<file path="src/rtl/olse_pkg.sv">
`timescale 1ns / 1ps
// ----------------------------------------------------------------------------
// olse_pkg
// Shared constants and types for the ordered list shift engine: command and
// status codes, default sizes and the control bundle sent to every cell.
// ----------------------------------------------------------------------------
package olse_pkg;

  // Default sizes
  localparam int DEFAULT_DEPTH      = 16;
  localparam int DEFAULT_DATA_WIDTH = 32;

  // Field widths fixed by the transaction format
  localparam int CMD_W    = 3;
  localparam int STATUS_W = 2;

  // Match bits examined per scan cycle (power of two)
  localparam int SCAN_W     = 8;
  localparam int SCAN_SEL_W = $clog2(SCAN_W);

  // Command codes
  localparam logic [CMD_W-1:0] CMD_PUSH_FRONT = 3'd0;
  localparam logic [CMD_W-1:0] CMD_PUSH_BACK  = 3'd1;
  localparam logic [CMD_W-1:0] CMD_POP_FRONT  = 3'd2;
  localparam logic [CMD_W-1:0] CMD_POP_BACK   = 3'd3;
  localparam logic [CMD_W-1:0] CMD_INSERT     = 3'd4;
  localparam logic [CMD_W-1:0] CMD_ERASE      = 3'd5;
  localparam logic [CMD_W-1:0] CMD_FIND       = 3'd6;
  localparam logic [CMD_W-1:0] CMD_NOP        = 3'd7;

  // Status codes
  localparam logic [STATUS_W-1:0] STS_OK    = 2'd0;
  localparam logic [STATUS_W-1:0] STS_FULL  = 2'd1;
  localparam logic [STATUS_W-1:0] STS_EMPTY = 2'd2;
  localparam logic [STATUS_W-1:0] STS_RANGE = 2'd3;

  // Per-cycle control broadcast along the cell chain
  typedef struct packed {
    logic ins;  // open a slot at pos, shift later entries up
    logic del;  // close the slot at pos, shift later entries down
  } cell_ctl_t;

endpackage

</file>
<file path="src/rtl/ordered_list_shift_engine_top.sv">
`timescale 1ns / 1ps
// ----------------------------------------------------------------------------
// ordered_list_shift_engine_top
// Fixed-capacity ordered list of signed words with push, pop, insert, erase
// and find commands; one result transaction per command.
// ----------------------------------------------------------------------------
// The list lives in a row of DEPTH cells that all shift in the same cycle,
// so push, pop, insert, erase and the no-op code finish in the cycle they are
// accepted and the next command may follow right behind them. A find compares
// every cell in its accept cycle, then a scanner walks the match bits eight
// slots per cycle, and the next command is taken only after the scan result
// has been loaded into the output register. The result sits in an output
// register, so a command is accepted while the previous result is still
// waiting, unless that result is stalled. Full, empty and out-of-range
// commands leave the list unchanged and report their status.
// ----------------------------------------------------------------------------
module ordered_list_shift_engine_top #(
  parameter int DEPTH      = olse_pkg::DEFAULT_DEPTH,
  parameter int DATA_WIDTH = olse_pkg::DEFAULT_DATA_WIDTH,
  parameter int CNT_W      = $clog2(DEPTH + 1),
  parameter int IDX_W      = $clog2(DEPTH)
) (
  input  logic                          clk,
  input  logic                          rst,
  // command channel
  input  logic                          in_valid,
  output logic                          in_stall,
  input  logic [olse_pkg::CMD_W-1:0]    cmd,
  input  logic [CNT_W-1:0]              position,
  input  logic signed [DATA_WIDTH-1:0]  value,
  // result channel
  output logic                          out_valid,
  input  logic                          out_stall,
  output logic [olse_pkg::STATUS_W-1:0] status,
  output logic                          found,
  output logic [IDX_W-1:0]              found_index,
  output logic [CNT_W-1:0]              count,
  output logic                          is_empty
);
  import olse_pkg::*;

  localparam logic [CNT_W-1:0] FULL_CNT = CNT_W'(DEPTH);

  localparam logic ST_IDLE = 1'b0;
  localparam logic ST_SCAN = 1'b1;

  logic                  state;
  logic                  state_next;
  logic [CNT_W-1:0]      cnt;
  logic [CNT_W-1:0]      cnt_next;

  logic                  in_accept;
  logic                  out_free;
  logic                  list_full;
  logic                  list_empty;
  cell_ctl_t             ctl;
  logic [CNT_W-1:0]      op_pos;
  logic [STATUS_W-1:0]   op_status;
  logic                  op_find;

  logic [DATA_WIDTH-1:0] cell_data [DEPTH];
  logic [DEPTH-1:0]      cell_match;

  logic                  scan_done;
  logic                  scan_hit;
  logic [IDX_W-1:0]      scan_idx;
  logic                  scan_take;

  assign out_free   = !out_valid || !out_stall;
  assign in_stall   = (state != ST_IDLE) || !out_free;
  assign in_accept  = in_valid && !in_stall;
  assign list_full  = (cnt == FULL_CNT);
  assign list_empty = (cnt == '0);
  assign scan_take  = (state == ST_SCAN) && scan_done && out_free;

  // Decode the command into cell control, target slot and status
  always_comb begin
    ctl       = '0;
    op_pos    = '0;
    op_status = STS_OK;
    op_find   = 1'b0;
    cnt_next  = cnt;
    unique case (cmd) inside
      CMD_PUSH_FRONT, CMD_PUSH_BACK, CMD_INSERT: begin
        if (cmd == CMD_PUSH_FRONT) begin
          op_pos = '0;
        end else if (cmd == CMD_PUSH_BACK) begin
          op_pos = cnt;
        end else begin
          op_pos = position;
        end
        if (list_full) begin
          op_status = STS_FULL;
        end else if (op_pos > cnt) begin
          op_status = STS_RANGE;
        end else begin
          ctl.ins  = in_accept;
          cnt_next = cnt + 1'b1;
        end
      end
      CMD_POP_FRONT, CMD_POP_BACK, CMD_ERASE: begin
        if (cmd == CMD_POP_FRONT) begin
          op_pos = '0;
        end else if (cmd == CMD_POP_BACK) begin
          op_pos = cnt - 1'b1;
        end else begin
          op_pos = position;
        end
        if (list_empty) begin
          op_status = STS_EMPTY;
        end else if (op_pos >= cnt) begin
          op_status = STS_RANGE;
        end else begin
          ctl.del  = in_accept;
          cnt_next = cnt - 1'b1;
        end
      end
      CMD_FIND: begin
        op_find = 1'b1;
      end
      default: begin
        op_status = STS_OK;
      end
    endcase
  end

  // Cell chain
  genvar gi;
  generate
    for (gi = 0; gi < DEPTH; gi++) begin : g_cell
      logic [DATA_WIDTH-1:0] left_word;
      logic [DATA_WIDTH-1:0] right_word;
      if (gi == 0) begin : g_first
        assign left_word = value;
      end else begin : g_inner_l
        assign left_word = cell_data[gi-1];
      end
      if (gi == DEPTH - 1) begin : g_last
        assign right_word = cell_data[gi];
      end else begin : g_inner_r
        assign right_word = cell_data[gi+1];
      end
      olse_cell #(
        .DATA_WIDTH (DATA_WIDTH),
        .CNT_W      (CNT_W),
        .IDX        (gi)
      ) u_cell (
        .clk        (clk),
        .ctl        (ctl),
        .pos        (op_pos),
        .cnt        (cnt),
        .word       (value),
        .left_data  (left_word),
        .right_data (right_word),
        .data       (cell_data[gi]),
        .match      (cell_match[gi])
      );
    end
  endgenerate

  // Lowest-index search
  olse_scan #(
    .DEPTH (DEPTH),
    .IDX_W (IDX_W)
  ) u_scan (
    .clk      (clk),
    .rst      (rst),
    .start    (in_accept && op_find),
    .match_in (cell_match),
    .take     (scan_take),
    .done     (scan_done),
    .hit      (scan_hit),
    .hit_idx  (scan_idx)
  );

  // Sequence find commands through the scanner
  always_comb begin
    state_next = state;
    unique case (state)
      ST_IDLE: begin
        if (in_accept && op_find) begin
          state_next = ST_SCAN;
        end
      end
      ST_SCAN: begin
        if (scan_take) begin
          state_next = ST_IDLE;
        end
      end
      default: begin
        state_next = ST_IDLE;
      end
    endcase
  end

  // Hold state and entry count
  always_ff @(posedge clk) begin
    if (rst) begin
      state <= ST_IDLE;
      cnt   <= '0;
    end else begin
      state <= state_next;
      if (in_accept) begin
        cnt <= cnt_next;
      end
    end
  end

  // Drive the result register
  always_ff @(posedge clk) begin
    if (rst) begin
      out_valid <= 1'b0;
    end else if ((in_accept && !op_find) || scan_take) begin
      out_valid <= 1'b1;
    end else if (!out_stall) begin
      out_valid <= 1'b0;
    end
  end

  always_ff @(posedge clk) begin
    if (in_accept && !op_find) begin
      status      <= op_status;
      found       <= 1'b0;
      found_index <= '0;
      count       <= cnt_next;
      is_empty    <= (cnt_next == '0);
    end else if (scan_take) begin
      status      <= STS_OK;
      found       <= scan_hit;
      found_index <= scan_hit ? scan_idx : '0;
      count       <= cnt;
      is_empty    <= list_empty;
    end
  end

endmodule

</file>
<file path="src/rtl/olse_cell.sv">
`timescale 1ns / 1ps
// ----------------------------------------------------------------------------
// olse_cell
// One list slot. Holds a word, takes its left or right neighbor's word when
// the list shifts, loads the new word at the insert point and compares its
// word against the search key.
// ----------------------------------------------------------------------------
module olse_cell #(
  parameter int DATA_WIDTH = 32,
  parameter int CNT_W      = 5,
  parameter int IDX        = 0
) (
  input  logic                  clk,
  input  olse_pkg::cell_ctl_t   ctl,
  input  logic [CNT_W-1:0]      pos,
  input  logic [CNT_W-1:0]      cnt,
  input  logic [DATA_WIDTH-1:0] word,
  input  logic [DATA_WIDTH-1:0] left_data,
  input  logic [DATA_WIDTH-1:0] right_data,
  output logic [DATA_WIDTH-1:0] data,
  output logic                  match
);
  import olse_pkg::*;

  localparam logic [CNT_W-1:0] MY_IDX = CNT_W'(IDX);

  // Shift or load the slot
  always_ff @(posedge clk) begin
    if (ctl.ins) begin
      if (MY_IDX > pos) begin
        data <= left_data;
      end else if (MY_IDX == pos) begin
        data <= word;
      end
    end else if (ctl.del) begin
      if (MY_IDX >= pos) begin
        data <= right_data;
      end
    end
  end

  // Compare only live slots
  assign match = (MY_IDX < cnt) && (data == word);

endmodule

</file>
<file path="src/rtl/olse_scan.sv">
`timescale 1ns / 1ps
// ----------------------------------------------------------------------------
// olse_scan
// Lowest-index search over a captured match vector. Examines one group of
// match bits per cycle and holds the result until the controller takes it.
// ----------------------------------------------------------------------------
module olse_scan #(
  parameter int DEPTH = 16,
  parameter int IDX_W = 4
) (
  input  logic             clk,
  input  logic             rst,
  input  logic             start,
  input  logic [DEPTH-1:0] match_in,
  input  logic             take,
  output logic             done,
  output logic             hit,
  output logic [IDX_W-1:0] hit_idx
);
  import olse_pkg::*;

  localparam int NGRP  = (DEPTH + SCAN_W - 1) / SCAN_W;
  localparam int VEC_W = NGRP * SCAN_W;
  localparam int GRP_W = (NGRP > 1) ? $clog2(NGRP) : 1;
  localparam int FULL_W = GRP_W + SCAN_SEL_W;
  localparam logic [GRP_W-1:0] LAST_GRP = GRP_W'(NGRP - 1);

  logic [VEC_W-1:0]      mvec;
  logic [GRP_W-1:0]      grp;
  logic                  busy;
  logic                  grp_any;
  logic [SCAN_SEL_W-1:0] grp_low;
  logic [FULL_W-1:0]     full_idx;

  // Find the lowest set bit of the current group
  always_comb begin
    grp_any = 1'b0;
    grp_low = '0;
    for (int k = SCAN_W - 1; k >= 0; k--) begin
      if (mvec[k]) begin
        grp_any = 1'b1;
        grp_low = SCAN_SEL_W'(k);
      end
    end
  end

  assign full_idx = {grp, grp_low};

  // Walk the groups, low index first
  always_ff @(posedge clk) begin
    if (rst) begin
      busy <= 1'b0;
      done <= 1'b0;
    end else if (start) begin
      busy <= 1'b1;
      done <= 1'b0;
    end else if (busy) begin
      if (grp_any || (grp == LAST_GRP)) begin
        busy <= 1'b0;
        done <= 1'b1;
      end
    end else if (take) begin
      done <= 1'b0;
    end
  end

  // Shift the match vector and track the group base
  always_ff @(posedge clk) begin
    if (start) begin
      mvec <= VEC_W'(match_in);
      grp  <= '0;
    end else if (busy) begin
      if (grp_any) begin
        hit     <= 1'b1;
        hit_idx <= IDX_W'(full_idx);
      end else if (grp == LAST_GRP) begin
        hit     <= 1'b0;
        hit_idx <= '0;
      end else begin
        mvec <= mvec >> SCAN_W;
        grp  <= grp + 1'b1;
      end
    end
  end

endmodule
</file>
<file path="config.mk">
export PLATFORM = sky130hd
export DESIGN_NAME = ordered_list_shift_engine_top
export DESIGN_NICKNAME = d
export VERILOG_FILES = /design/src/rtl/olse_pkg.sv /design/src/rtl/ordered_list_shift_engine_top.sv /design/src/rtl/olse_cell.sv /design/src/rtl/olse_scan.sv
export SDC_FILE = /design/constraint.sdc
export NUM_CORES = 2
export LEC_CHECK = 0
export BUFFER_PORTS_ARGS = -buffer_cell sky130_fd_sc_hd__buf_2
export CORE_ASPECT_RATIO = 1.4
export CORE_MARGIN = 4
export CORE_UTILIZATION = 65
export CTS_CLUSTER_SIZE = 16
export DETAILED_ROUTE_END_ITERATION = 10
export PLACE_DENSITY = 0.82
export SLEW_MARGIN = 20
export SYNTH_ARGS = -nofsm -noshare
export SYNTH_HDL_FRONTEND = slang
export SYNTH_HIERARCHICAL = 1
export SYNTH_SLANG_ARGS = --single-unit
</file>
<file path="constraint.sdc">
create_clock -name clk -period 26.5 [get_ports clk]
set_input_delay 5.3 -clock clk [delete_from_list [all_inputs] [get_ports clk]]
set_output_delay 5.3 -clock clk [all_outputs]
set_load 0.05 [all_outputs]
</file>
==> results.json <==
{
  "status": "finished, final reports clean",
  "cp-end-kind": "flop",
  "drv_slew": 0,
  "synthCells": 3219,
  "p_total_mw": 2.16,
  "hp-class": "flop to flop",
  "layout_min_cycle_time_ps": 11700,
  "vdd.ir_drop.worst_mv": 0.0516,
  "path_class": "input port to flop",
  "final_core_util": 0.705,
  "synth_simple_gate_area_frac": 0.118,
  "critical_path.most_common_cell": "buf_4",
  "fp.dieW_microns": 203,
  "viasPerCell": 6.41,
  "grt_setup_unrepaired": "no",
  "regArea_sq_um": 16500,
  "slew_headroom": 0.227,
  "dieHeight_microns": 282,
  "place_area_sq_um": 35600,
  "tightest_slew_ps": 1150,
  "multiInputGateArea_sq_um": 17300,
  "synthDistinctLibCells": 89,
  "fin_crit_sh": 0.442,
  "numClockSinks": 556,
  "fin_setup_tns_ps": 0,
  "cts_tree": "done",
  "synth_seq_cells": 556,
  "post_cts_buffers": 0,
  "grt_usage": 0.348,
  "root_buffer": "clkbuf_16",
  "start_util": 0.655,
  "core-area_sq_um": 53100,
  "synth_warnings": 6,
  "setup_viol": 0,
  "holdBufCountCts": 0,
  "synth_top_family_by_area": "multiplexers",
  "area_growth_pct": 7.59,
  "antenna_found_initial": 7,
  "fin_cells": 4003,
  "syn_area_per_cell_sq_um": 10.8,
  "fmax_mhz": 85.4,
  "antenna_left": 0,
  "power.density_nw_per_um2": 57.8,
  "syn_nets": 3275,
  "clkTransAtPathRegs_ps": 60,
  "grt_pass1_wl_microns": 153000,
  "htree_num_levels": 2,
  "crit_chain": "buf_2 > or2_2 > o31ai_1 > ha_1 > nor2b_1 > o211a_1 > o31ai_2 > nand2_1 > nor2_4 > buf_4 > buf_4 > buf_12 > buf_4 > a21oi_1",
  "fin_nets": 3294,
  "slowest_delay_ps": 960,
  "pre_cts_ws_ps": 14450,
  "yosysSeqAreaShare": 0.476,
  "rows": 100,
  "path_max_fanout": 269,
  "fin_area_sq_um": 37400,
  "io_buffers": 58,
  "ys_async_sr_fraction": 0,
  "syn_area_sq_um": 34800,
  "drive_above_1_share": 0.0972,
  "crit_start": "cmd[1]",
  "dpl.hpwl_microns": 73800,
  "wl_per_cell_microns": 25.6,
  "routed_wirelength_microns": 102000,
  "fin_hold_ws_ps": 467,
  "grt_max_degree": 270,
  "synth_edf_count": 541,
  "synthFlopType": "edfxtp_1",
  "synth_compound_area_frac": 0.0962,
  "drc": 0,
  "hold_viol": 0,
  "fin_ws_ps": 14800,
  "pin_count": 59,
  "hold_start": "found",
  "fillers": 3991,
  "synth_xor_area_frac": 0.130,
  "cp_slowest_cell": "buf_4",
  "cts.path.max_buffers": 3,
  "synth_mux_area_frac": 0.142,
  "fin_skew_ps": 18.2,
  "vias": 25671,
  "worstPathRequired_ps": 26810,
  "synthAdderAreaFrac": 0.00432,
  "max_cap_violations": 0,
  "p_leak_nw": 14.5,
  "cp-start-kind": "input port",
  "arrival_ps": 12010,
  "numCtsBuffers": 54,
  "reg2reg_from": "cnt[1]",
  "grt-ovfl-total": 0,
  "clk_latency_ps": 630,
  "cts_resized": 0,
  "first_global_vias": 25541,
  "placedCellCount": 3895,
  "firstDrtPassIters": 6,
  "place.gp.congestion": 0.965,
  "dieArea_sq_um": 57300,
  "drt_iter0_markers": 2453
}
## flip-flops by register name, indices dropped and copies added, names as in the netlist
signal              cells
g_cell.u_cell/data    512
u_scan/mvec            16
cnt                     5
count                   5
found_index             4
u_scan/hit_idx          4
status                  2
found                   1
is_empty                1
out_valid               1
state                   1
u_scan/busy             1
u_scan/done             1
u_scan/grp              1
u_scan/hit              1
## synth_stat cells, types with 14 or more instances
master / n / area, sq um
nand2_1: 95 / 357
mux2i_1: 448 / 4480
nand3_1: 31 / 155
a31oi_1: 36 / 225
a21oi_1: 469 / 2350
nor3_1: 18 / 90.1
buf_6: 21 / 236
clkbuf_1: 90 / 338
nor2_1: 516 / 1940
dfxtp_1: 15 / 300
nor4_1: 108 / 676
buf_8: 18 / 270
xor2_1: 434 / 3800
edfxtp_1: 541 / 16200
buf_1: 14 / 52.6
mux2_2: 38 / 428
xnor2_1: 83 / 727
buf_2: 15 / 75.1
o21ai_0: 22 / 110
nand4_1: 37 / 231
## layout make-up
type,count,share of cell area
well taps,714,0.0239
flip-flops and latches,556,0.442
multi-input cells,2481,0.462
diodes,6,0.000401
inverters,16,0.00161
repair buffers,129,0.0228
clock buffers,71,0.0406
clock inverters,30,0.00615
## worst paths after layout
kind                                 to  slack, ps  cells past startpoint
min                               found        470                      2
min reg2reg                       found        470                      2
max          g_cell[12].u_cell/data[22]      14800                     14
max reg2reg  g_cell[12].u_cell/data[22]      19110                     14
## logic make-up (layout without fill, tap and decap cells)
logic type | after synthesis | after routing
flops | 556 | 556
other cells | 0 | 6
mux | 489 | 489
xor+xnor | 517 | 517
compound gates | 589 | 589
simple gates | 874 | 874
fa+ha+maj | 12 | 12
buf+inv | 182 | 246
## worst max-delay path: cells and delay by family
family                     cells  cell delay (ps)
buffers and inverters          5             3460
AOI/OAI and AO/OA              4             1320
adders and majority gates      1              340
and+or+nand+nor                4             1120
## per-layer routing
| layer | GRT usage | vias up | share of wire |
|---|---|---|---|
| li1 | - | 11841 | - |
| met1 | 0.373 | 12145 | 0.33 |
| met2 | 0.586 | 1258 | 0.49 |
| met3 | 0.0422 | 427 | 0.057 |
| met4 | 0.346 | 0 | 0.12 |
| met5 | 0 | - | 0 |
## layout by cell type, fill, tap and decap left out, drive strengths merged, types with 14 or more instances in the layout
master	instances
a21oi	471
a31oi	39
buf	129
clkbuf	71
clkinv	28
dfxtp	15
edfxtp	541
inv	14
mux2	41
mux2i	448
nand2	96
nand3	31
nand4	37
nor2	519
nor3	21
nor4	120
o21ai	25
xnor2	83
xor2	434
## power breakdown
group | switching (mW) | internal, mW | leakage [nW] | total, mW
Sequential | 0.0207 | 0.995 | 5.03 | 1.02
Combinational | 0.239 | 0.130 | 8.56 | 0.368
Clock | 0.340 | 0.439 | 0.864 | 0.779
(Power assumes the default switching activity.)
